==> src/hdl/mlfd_pkg.sv <==
// shared types and constants for the marker/length frame deframer
package mlfd_pkg;

   // default store size in bytes
   localparam int BUF_BYTES_DEF = 1024;

   // frame markers
   localparam logic [7:0] MARK_S0 = 8'hA0;
   localparam logic [7:0] MARK_S1 = 8'hA2;
   localparam logic [7:0] MARK_E0 = 8'hB0;
   localparam logic [7:0] MARK_E1 = 8'hB3;

   // header plus trailer bytes around a payload
   localparam int FRAME_OVERHEAD = 8;

   // width used for lengths and byte counts
   localparam int LEN_W = 17;

   localparam logic [15:0] SKIP_MAX = 16'hFFFF;
   localparam logic [9:0] MAX_PAYLOAD_RST = 10'd1016;

   // item kinds on the request side
   localparam logic FUNC_PUSH = 1'b0;
   localparam logic FUNC_READ = 1'b1;

   // one queued request word
   typedef struct packed {
      logic       func;
      logic [7:0] stream_byte;
      logic [9:0] payload_index;
   } item_type;

   // engine status, counts zero-extended
   typedef struct packed {
      logic [LEN_W-1:0] fill;
      logic [LEN_W-1:0] scan;
   } eng_stat_type;

   // queue status
   typedef struct packed {
      logic       head_valid;
      logic [1:0] count;
   } que_stat_type;

endpackage

==> src/hdl/mlfd_front.sv <==
// request intake and two-entry queue in front of the frame engine
module mlfd_front (
   input  logic                  clock,
   input  logic                  reset,
   input  logic                  req_tvalid,
   output logic                  req_tready,
   input  logic                  req_tuser,
   input  logic [23:0]           req_tdata,
   input  logic                  pop,
   output mlfd_pkg::item_type    head,
   output mlfd_pkg::que_stat_type stat
);

   mlfd_pkg::item_type entry_ff [2];
   logic       wr_ptr_ff;
   logic       rd_ptr_ff;
   logic [1:0] count_ff;
   logic       push_fire;
   logic       pop_fire;
   mlfd_pkg::item_type incoming;

   // classify the incoming word
   always_comb begin
      incoming.func          = req_tuser;
      incoming.stream_byte   = req_tdata[7:0];
      incoming.payload_index = req_tdata[17:8];
   end

   assign req_tready = (count_ff != 2'd2);
   assign push_fire  = req_tvalid && req_tready;
   assign pop_fire   = pop && (count_ff != 2'd0);
   assign head       = entry_ff[rd_ptr_ff];
   assign stat.head_valid = (count_ff != 2'd0);
   assign stat.count      = count_ff;

   // queue storage
   always_ff @(posedge clock) begin
      if (push_fire) begin
         entry_ff[wr_ptr_ff] <= incoming;
      end
   end

   // queue pointers
   always_ff @(posedge clock) begin
      if (reset) begin
         wr_ptr_ff <= 1'b0;
         rd_ptr_ff <= 1'b0;
         count_ff  <= 2'd0;
      end else begin
         if (push_fire) begin
            wr_ptr_ff <= ~wr_ptr_ff;
         end
         if (pop_fire) begin
            rd_ptr_ff <= ~rd_ptr_ff;
         end
         if (push_fire && !pop_fire) begin
            count_ff <= count_ff + 2'd1;
         end else if (!push_fire && pop_fire) begin
            count_ff <= count_ff - 2'd1;
         end
      end
   end

endmodule

==> config.mk <==
export PLATFORM = sky130hd
export DESIGN_NAME = mlfd_front
export DESIGN_NICKNAME = d
export VERILOG_FILES = /design/src/hdl/mlfd_pkg.sv /design/src/hdl/mlfd_front.sv
export SDC_FILE = /design/constraint.sdc
export NUM_CORES = 1
export LEC_CHECK = 0
export BUFFER_PORTS_ARGS = -buffer_cell sky130_fd_sc_hd__buf_4
export CAP_MARGIN = 15
export CORE_MARGIN = 2
export CORE_UTILIZATION = 30
export DETAILED_ROUTE_END_ITERATION = 6
export PLACE_DENSITY_LB_ADDON = 0.12
export SYNTH_ARGS = -nofsm -noshare
export SYNTH_HDL_FRONTEND = slang
export SYNTH_SLANG_ARGS = --single-unit
export TNS_END_PERCENT = 50
==> constraint.sdc <==
create_clock -name clock -period 4.7 [get_ports clock]
set_input_delay 0 -clock clock [delete_from_list [all_inputs] [get_ports clock]]
set_output_delay 0 -clock clock [all_outputs]
set_load 0.01 [all_outputs]
==> results of run 1 <==
==> logic make-up after synthesis <==
group,Yosys count,share of synthesized area
AND/OR/NAND/NOR,9,0.0315
buffers and inverters,3,0.0102
AO/OA/AOI/OAI,5,0.0189
XOR/XNOR,3,0.0165
flip-flops,43,0.780
adder cells (fa/ha/maj),1,0.00787
multiplexers,19,0.135
==> cell usage after synthesis <==
library cell,n,area share
inv_1,1,0.0024
edfxtp_1,38,0.72
nand2b_1,1,0.0039
dfxtp_1,5,0.063
a21bo_2,1,0.0063
and2_1,1,0.0039
or2_2,1,0.0039
buf_4,1,0.0047
a21oi_1,2,0.0063
ha_1,1,0.0079
or3_1,1,0.0039
nor2_1,3,0.0071
and3_1,1,0.0039
xor2_1,3,0.017
mux2_2,19,0.13
nand3b_1,1,0.0047
o21ai_0,2,0.0063
buf_2,1,0.0031
==> how the worst max path moves through the flow <==
stage / cells past startpoint / start / end / slack [ns]
floorplan: 5 / count_ff[0] / count_ff[1] / 3.06
global placement: 2 / count_ff[0] / entry_ff[1][17] / 2.86
detailed placement: 2 / count_ff[0] / entry_ff[1][15] / 2.83
CTS: 2 / count_ff[0] / entry_ff[1][15] / 2.82
global route: 2 / count_ff[0] / entry_ff[1][15] / 2.75
finish: 2 / count_ff[0] / entry_ff[1][15] / 2.88
==> layer usage <==
metal | share of wire | up-vias
li1 | - | 454
met1 | 0.40 | 440
met2 | 0.52 | 29
met3 | 0.061 | 5
met4 | 0.020 | 0
met5 | 0 | -
==> area by class of cell <==
cell class                 instances  area share
inverter                           1     0.00162
timing repair buffer              66       0.236
multi-input combinational         37       0.143
tap                               70      0.0377
sequential                        43       0.535
clock inverter                     3      0.0167
clock buffer                       5      0.0296
==> power by group through the flow <==
stage                     clock network (mW)  registers (mW)  logic (mW)
after floorplan                            0           0.507       0.185
after detailed placement                   0           0.534       0.302
after CTS                              0.285           0.526       0.317
after global routing                   0.299           0.533       0.333
final                                  0.274           0.522       0.311
after global placement                     0           0.531       0.300
==> timing repair <==
action / 4_1_cts / 5_1_grt
endpoints found under the setup margin: 0 / 0
hold buffers: 21 / 0
endpoints found under the hold margin: 43 / 0
==> critical path, cell delays in order (launching register included) <==
cell	delay [ns]
dfxtp_1	0.43
nand2b_1	0.22
and3_1	0.78
==> registers in the layout (all words and copies together), names as in the netlist, named ones only <==
signal and cells:
entry_ff 38, count_ff 2, wr_ptr_ff 1, rd_ptr_ff 1
==> flow_metrics.env, run 1 <==
export IMPL_timing_setup_tns_ns=0
export IMPL_nFillCells=480
export IMPL_end_kind="flip-flop"
export IMPL_finalWorstSetupSlack_ns=2.88
export IMPL_grt_usage=0.0972
export IMPL_antenna_cells=0
export IMPL_rows=26
export IMPL_grt_max_degree=20
export IMPL_synth_distinct_cells=18
export IMPL_p_int_mw=0.818
export IMPL_reg2reg_setup_slack_ns=2.88
export IMPL_drive_gt1_frac=0.471
export IMPL_clock_sinks=43
export IMPL_timing_fmax_mhz=551
export IMPL_routed_via_density=4.12
export IMPL_synth_fp_nets=113
export IMPL_fin_nets=184
export IMPL_ff2ff_path_depth=2
export IMPL_die_y_um=76.8
export IMPL_cts_tree="yes"
export IMPL_outcome="completed"
export IMPL_layout_common_cells="buf_4 (45), edfxtp_1 (38), dlygate4sd3_1 (21)"
export IMPL_grt_pass1_wl_mm=4.28
export IMPL_power_mw=1.11
export IMPL_placed_cells=196
export IMPL_hold_viol=0
export IMPL_design_area_um2=2320
export IMPL_h_tree_depth=2
export IMPL_fin_skew_ns=0.00363
export IMPL_grt_util_met3=0.0412
export IMPL_fin_crit_ns=1.82
export IMPL_timing_rr_end="entry_ff[1][15]"
export IMPL_drtIter0Drc=19
export IMPL_ys_ff_latch=43
export IMPL_dr_pass1_iters=4
export IMPL_cts_resized=0
export IMPL_p_seq_frac=0.472
export IMPL_synthesis_area_um2=1590
export IMPL_io_buffers=45
export IMPL_setup_viol=0
export IMPL_gp_congestion=0.630
export IMPL_cts_root_buf="clkbuf_8"
export IMPL_grt_util_met2=0.170
export IMPL_start_util=0.311
export IMPL_wire_per_inst_um=12.3
export IMPL_finish_utilization=0.454
export IMPL_postSynthCellCount=83
export IMPL_timing_rr_start="count_ff[0]"
export IMPL_rsz0062_at_grt="no"
export IMPL_worstHoldStart="pop"
export IMPL_tightest_slew_ns=0.903
export IMPL_detail_route_antenna_nets=0
export IMPL_p_sw_frac=0.261
export IMPL_hold_depth=4
export IMPL_max_cap_violations=0
export IMPL_ys_warn_count=0
export IMPL_power_leakage_nw=0.887
export IMPL_antenna_found_initial=0
export IMPL_drc_errors=0
export IMPL_finalCritPeriodShare=0.386
export IMPL_syn_to_final_growth_pct=45.9
export IMPL_clock_latency_ns=0.29
export IMPL_clockBufferDepth=2
export IMPL_p_sw_mw=0.289
export IMPL_p_comb_frac=0.281
export IMPL_fin_cells=225
export IMPL_hold_ws_ns=0.158
export IMPL_pwr_share_clk=0.248
export IMPL_vias=928
export IMPL_wirelength_mm=2.76
export IMPL_clk_pin_slew_ns=0.08
export IMPL_cts_buffers=5
export IMPL_irDropWorstVdd_mv=0.243
export IMPL_worstPathRequired_ns=4.62
export IMPL_slew_headroom=0.398
export IMPL_die_area_um2=5900
export IMPL_crit_arrival_ns=1.73
export IMPL_fp_dieW_um=76.8
export IMPL_multi_input_area_um2=333
export IMPL_core_um2=5110
export IMPL_holdCritPathClass="in -> reg"
export IMPL_min_to="rd_ptr_ff"
export IMPL_powerDensity_nw_per_um2=477
export IMPL_drv_slew=0
export IMPL_layout_commonest_cell="buf_4"
export IMPL_crit_fanout=19
export IMPL_cts_setup_buffers=0
export IMPL_overflow=0
export IMPL_grt_most_used_layer="met2"
export IMPL_ios=52
export IMPL_dpl_cell_area_um2=2000
export IMPL_crit_type="reg -> reg"
export IMPL_place_hpwl_mm=1.76
export IMPL_use_met1=0.0985
export IMPL_startpoint_type="flip-flop"
export IMPL_grt_pass1_vias=936
export IMPL_syn_mean_instance_area_um2=19.2
export IMPL_pre_cts_slack_ns=2.83
export IMPL_ys_seq_area_frac=0.780
export IMPL_seq_area_um2=1240
Note: power is estimated with default switching activity, not from simulation.
==> run 2: changes to the inputs <==
ABC_AREA = 1   (was default)
clock period = 1.9 ns   (was 4.7 ns; I/O delays follow)
==> flow_metrics.env, run 2 <==
export IMPL_outcome="completed"
export IMPL_grt_max_degree=20
export IMPL_syn_mean_instance_area_um2=17.3
export IMPL_cp_num_buf_inv=4
export IMPL_layout_commonest_cell="buf_4"
export IMPL_clock_sinks=43
export IMPL_rsz0062_at_grt="no"
export IMPL_synth_common_cells="edfxtp_1 (38), mux2_4 (10), mux2_2 (9), nand2_1 (9), inv_1 (8)"
export IMPL_crit_fanout=5
export IMPL_cpLargestDelayFamily="simple AND/OR/NAND/NOR gates"
export IMPL_io_buffers=45
export IMPL_hold_viol=0
export IMPL_clock_latency_ns=0.29
export IMPL_drv_slew=0
export IMPL_detail_route_antenna_nets=0
export IMPL_ios=52
export IMPL_synthesis_area_um2=1660
export IMPL_max_cap_violations=0
export IMPL_worstPathRequired_ns=2.13
export IMPL_synth_distinct_cells=14
export IMPL_synth_fp_nets=126
export IMPL_cts_resized=0
export IMPL_yosysMostFrequentCell="edfxtp_1"
export IMPL_antenna_found_initial=0
export IMPL_ctsHoldBuffers=20
export IMPL_p_int_mw=1.93
export IMPL_synth_edf_count=38
export IMPL_cts_root_buf="clkbuf_8"
export IMPL_grt_pass1_vias=1056
export IMPL_top_regs="entry_ff (38), count_ff (2)"
export IMPL_tightest_slew_ns=0.321
export IMPL_largest_reg_flops=38
export IMPL_timing_setup_tns_ns=0
export IMPL_cts_tree="yes"
export IMPL_cts_setup_buffers=0
export IMPL_clockBufferDepth=2
export IMPL_end_kind="flip-flop"
export IMPL_ys_seq_area_frac=0.746
export IMPL_grt_usage=0.0977
export IMPL_setup_viol=0
export IMPL_overflow=0
export IMPL_fin_crit_ns=1.50
export IMPL_postSynthCellCount=96
export IMPL_path_common_cell="inv_1"
export IMPL_critPathMaxStageDelay_ns=0.33
export IMPL_synth_ff_type="edfxtp_1"
export IMPL_drtIter0Drc=29
export IMPL_holdCritPathClass="in -> reg"
export IMPL_cp_cell_sequence="inv_1, nand2_1, nand2_1, inv_1, ha_1, inv_1, nand3_1, nand2_1, inv_1, nor2_1"
export IMPL_ys_ff_latch=43
export IMPL_async_reset_ff_frac=0
export IMPL_dr_pass1_iters=4
export IMPL_drive_gt1_frac=0.448
export IMPL_p_seq_frac=0.466
export IMPL_die_y_um=78.5
export IMPL_nFillCells=516
export IMPL_synth_top_area_cell="edfxtp_1"
export IMPL_h_tree_depth=2
export IMPL_ys_warn_count=0
export IMPL_crit_type="reg -> reg"
export IMPL_wirelength_mm=2.89
export IMPL_p_comb_frac=0.335
export IMPL_start_util=0.306
export IMPL_hold_ws_ns=0.00596
export IMPL_cts_buffers=5
export IMPL_ys_top_cells_by_area="edfxtp_1 (69%), mux2_4 (9.0%), mux2_2 (6.1%)"
export IMPL_fin_nets=201
export IMPL_fp_dieW_um=78.5
export IMPL_grt_pass1_wl_mm=4.52
export IMPL_vias=997
export IMPL_crit_arrival_ns=1.73
export IMPL_wire_per_inst_um=11.8
export IMPL_routed_via_density=4.09
export IMPL_place_hpwl_mm=2.04
export IMPL_placed_cells=216
export IMPL_rows=27
export IMPL_regMostFlops="entry_ff"
export IMPL_startpoint_type="flip-flop"
export IMPL_gp_congestion=0.630
export IMPL_antenna_cells=0
export IMPL_layout_common_cells="buf_4 (50), edfxtp_1 (38), dlygate4sd3_1 (20)"
export IMPL_clk_pin_slew_ns=0.08
export IMPL_synth_top_cell_area_share=0.686
export IMPL_timing_fmax_mhz=664
export IMPL_slew_headroom=0.786
export IMPL_drc_errors=0
export IMPL_finish_utilization=0.438
export IMPL_fin_cells=244
export IMPL_die_area_um2=6150
export IMPL_irDropWorstVdd_mv=0.541
export IMPL_p_sw_frac=0.278
export IMPL_core_um2=5440
export IMPL_critPathSlowestCell="dfxtp_1"
export IMPL_fin_skew_ns=0.00973
export IMPL_power_leakage_nw=0.959
export IMPL_syn_to_final_growth_pct=43.3
export IMPL_pwr_share_clk=0.199
export IMPL_powerDensity_nw_per_um2=1120
export IMPL_p_sw_mw=0.743
export IMPL_power_mw=2.67
export IMPL_finalCritPeriodShare=0.792
## run 2: cell types whose count changed in the layout (fill, tap and decap cells not counted), moves of 2 or more
cell,previous run,this run
mux2_2,19,9
mux2_4,0,10
nand2_1,0,9
inv_1,1,8
buf_4,45,50
xor2_1,3,0
clkbuf_1,0,2
nand3_1,0,2
nor2_1,3,5
nor2_2,0,2
## run 2: logic make-up after synthesis
logic type	count (synthesis)	synth area share
flops	43	0.746
mux	19	0.151
simple gates	19	0.0459
buf+inv	10	0.0369
compound gates	4	0.0120
fa+ha+maj	1	0.00752
## run 2: path summary, 6_finish.rpt
| kind | startpoint | endpoint | slack [ns] | depth (start not counted) |
|---|---|---|---|---|
| max | count_ff[0] | count_ff[1] | 0.40 | 10 |
| min | reset | wr_ptr_ff | 0.006 | 4 |
| min reg2reg | rd_ptr_ff | rd_ptr_ff | 0.51 | 2 |
| max reg2reg | count_ff[0] | count_ff[1] | 0.40 | 10 |
## run 2: area by class of cell
cell class	count	area, um2	share of cell area
sequential	43	1240	0.521
timing repair buffer	70	576	0.241
multi-input combinational	43	365	0.153
tap	72	90.1	0.0378
clock buffer	7	76.3	0.0320
inverter	8	30.0	0.0126
clock inverter	1	5.00	0.00210
## run 2: per-stage QoR
step | setup WS, ns | cell area, um2
detailed placement | 0.407 | 2100
global placement | 0.485 | 2100
CTS | 0.387 | 2380
floorplan | -0.0254 | 1660
finish | 0.395 | 2380
global route | 0.267 | 2380
## run 2: worst register-to-register path, cell delays in order (launching register included)
cell	delay, ns
dfxtp_1	0.33
inv_1	0.13
nand2_1	0.09
nand2_1	0.15
inv_1	0.08
ha_1	0.33
inv_1	0.09
nand3_1	0.07
nand2_1	0.06
inv_1	0.03
nor2_1	0.09
## run 2: per-layer routing
metal  vias to the layer above  global-route usage  share of wire
li1                        494                   -              -
met1                       475               0.102           0.40
met2                        26               0.182           0.55
met3                         2              0.0241          0.048
met4                         0              0.0474         0.0066
met5                         -                   0              0
## run 2: power by group through the flow
stage / Combinational [mW] / Clock [mW] / Sequential, mW
floorplan: 0.516 / 0 / 1.27
global placement: 0.866 / 0 / 1.26
detailed placement: 0.884 / 0 / 1.27
CTS: 0.919 / 0.553 / 1.25
global route: 0.976 / 0.590 / 1.26
finish: 0.897 / 0.532 / 1.25
==> run 3: changes to the inputs <==
clock period = 1.4 ns   (was 1.9 ns; I/O delays follow)
==> flow_metrics.env, run 3 (synthesis results as in run 2) <==
export IMPL_irDropWorstVdd_mv=0.949
export IMPL_rows=27
export IMPL_top_regs="entry_ff (38), count_ff (2)"
export IMPL_ios=52
export IMPL_drc_errors=0
export IMPL_cp_cell_sequence="buf_8, mux2_2, buf_4"
export IMPL_routed_via_density=4.08
export IMPL_slew_headroom=0.891
export IMPL_nFillCells=502
export IMPL_clk_pin_slew_ns=0.07
export IMPL_worstHoldStart="reset"
export IMPL_clockBufferDepth=2
export IMPL_dr_pass1_iters=4
export IMPL_powerDensity_nw_per_um2=1530
export IMPL_met2_length_mm=1.56
export IMPL_hold_ws_ns=-0.00153
export IMPL_grt_pass1_vias=1069
export IMPL_syn_to_final_growth_pct=48.1
export IMPL_critPathMaxStageDelay_ns=0.36
export IMPL_gp_congestion=0.614
export IMPL_wirelength_mm=2.97
export IMPL_dpl_cell_area_um2=2160
export IMPL_tightest_slew_ns=0.163
export IMPL_detail_route_antenna_nets=0
export IMPL_io_buffers=45
export IMPL_layout_common_cells="buf_4 (50), edfxtp_1 (38), dlygate4sd3_1 (19)"
export IMPL_pre_cts_slack_ns=-0.0239
export IMPL_max_cap_violations=0
export IMPL_regMostFlops="entry_ff"
export IMPL_outcome="finished with violations"
export IMPL_wl_met1_mm=1.21
export IMPL_die_y_um=78.5
export IMPL_vias=1004
export IMPL_cts_root_buf="clkbuf_8"
export IMPL_setup_viol=0
export IMPL_crit_fanout=12
export IMPL_antenna_cells=0
export IMPL_die_area_um2=6150
export IMPL_fin_cells=246
export IMPL_timing_setup_tns_ns=0
export IMPL_largest_reg_flops=38
export IMPL_drive_gt1_frac=0.494
export IMPL_start_util=0.306
export IMPL_overflow=0
export IMPL_startpoint_type="flip-flop"
export IMPL_wire_per_inst_um=12.1
export IMPL_placed_cells=218
export IMPL_highest_layer="met4"
export IMPL_h_tree_depth=2
export IMPL_fin_crit_ns=1.32
export IMPL_cts_buffers=5
export IMPL_core_um2=5440
export IMPL_cts_tree="yes"
export IMPL_fp_dieW_um=78.5
export IMPL_antenna_found_initial=0
export IMPL_crit_type="reg -> out"
export IMPL_hold_viol=1
export IMPL_layout_commonest_cell="buf_4"
export IMPL_drtIter0Drc=23
export IMPL_design_area_um2=2460
export IMPL_fin_skew_ns=0.00412
export IMPL_fin_nets=203
export IMPL_finish_utilization=0.453
export IMPL_worstPathRequired_ns=1.40
export IMPL_grt_pass1_wl_mm=4.90
export IMPL_holdCritPathClass="in -> reg"
export IMPL_power_mw=3.78
export IMPL_power_leakage_nw=0.980
export IMPL_timing_rr_start="count_ff[0]"
export IMPL_crit_arrival_ns=1.32
export IMPL_end_kind="output pin"
export IMPL_place_hpwl_mm=2.11
export IMPL_grt_usage=0.105
export IMPL_clock_sinks=43
export IMPL_drv_slew=0
export IMPL_met3WireLength_um=166
export IMPL_grt_max_degree=13
export IMPL_clock_latency_ns=0.28
export IMPL_critPathSlowestCell="dfxtp_1"
export IMPL_violations="hold timing"
export IMPL_finalCritPeriodShare=0.945
export IMPL_finalWorstSetupSlack_ns=0.0774
export IMPL_timing_fmax_mhz=756
==> run 3: cell count changes in the layout (fill, tap and decap cells not counted), sizes merged <==
cell / previous run / this run
clkinv: 1 / 2
buf: 50 / 53
dlygate4sd3: 20 / 19
clkbuf: 7 / 6
==> run 3: final cells by class <==
class	instances	area, um2	area share
Multi-Input combinational cell	43	398	0.162
Clock inverter	2	7.51	0.00305
Timing Repair Buffer	72	621	0.252
Inverter	8	30.0	0.0122
Tap cell	72	90.1	0.0366
Clock buffer	6	72.6	0.0295
Sequential cell	43	1240	0.505
==> run 3: path summary, 6_finish.rpt <==
path | cells after the start | to | slack, ns
hold reg to reg | 2 | flip-flop | 0.52
setup reg to reg | 6 | entry_ff[0][18] | 0.10
setup / recovery | 3 | head[0] | 0.08
hold / removal | 4 | count_ff[1] | -0.002
==> run 3: where the power goes <==
group | internal (mW) | leakage, nW | switching [mW]
Clock | 0.340 | 0.0403 | 0.369
Sequential | 1.63 | 0.396 | 0.0746
Combinational | 0.749 | 0.543 | 0.615
==> run 3: repair_timing <==
item,CTS,global route
hold buffers,19,0
resized for setup,1,6
buffers inserted,0,1
setup endpoints to repair,1,22
hold endpoints to repair,38,0
==> run 3: worst max-delay path, delay by kind of cell, from the launching register on <==
kind     cells  cell delay (ns)
flops        1             0.36
buf+inv      2             0.32
mux          1             0.35
==> run 3: routing by layer <==
| layer | GRT usage | vias to the layer above |
|---|---|---|
| met5 | 0 | - |
| met4 | 0.0263 | 0 |
| met3 | 0.0368 | 4 |
| met2 | 0.193 | 27 |
| met1 | 0.114 | 475 |
| li1 | - | 498 |
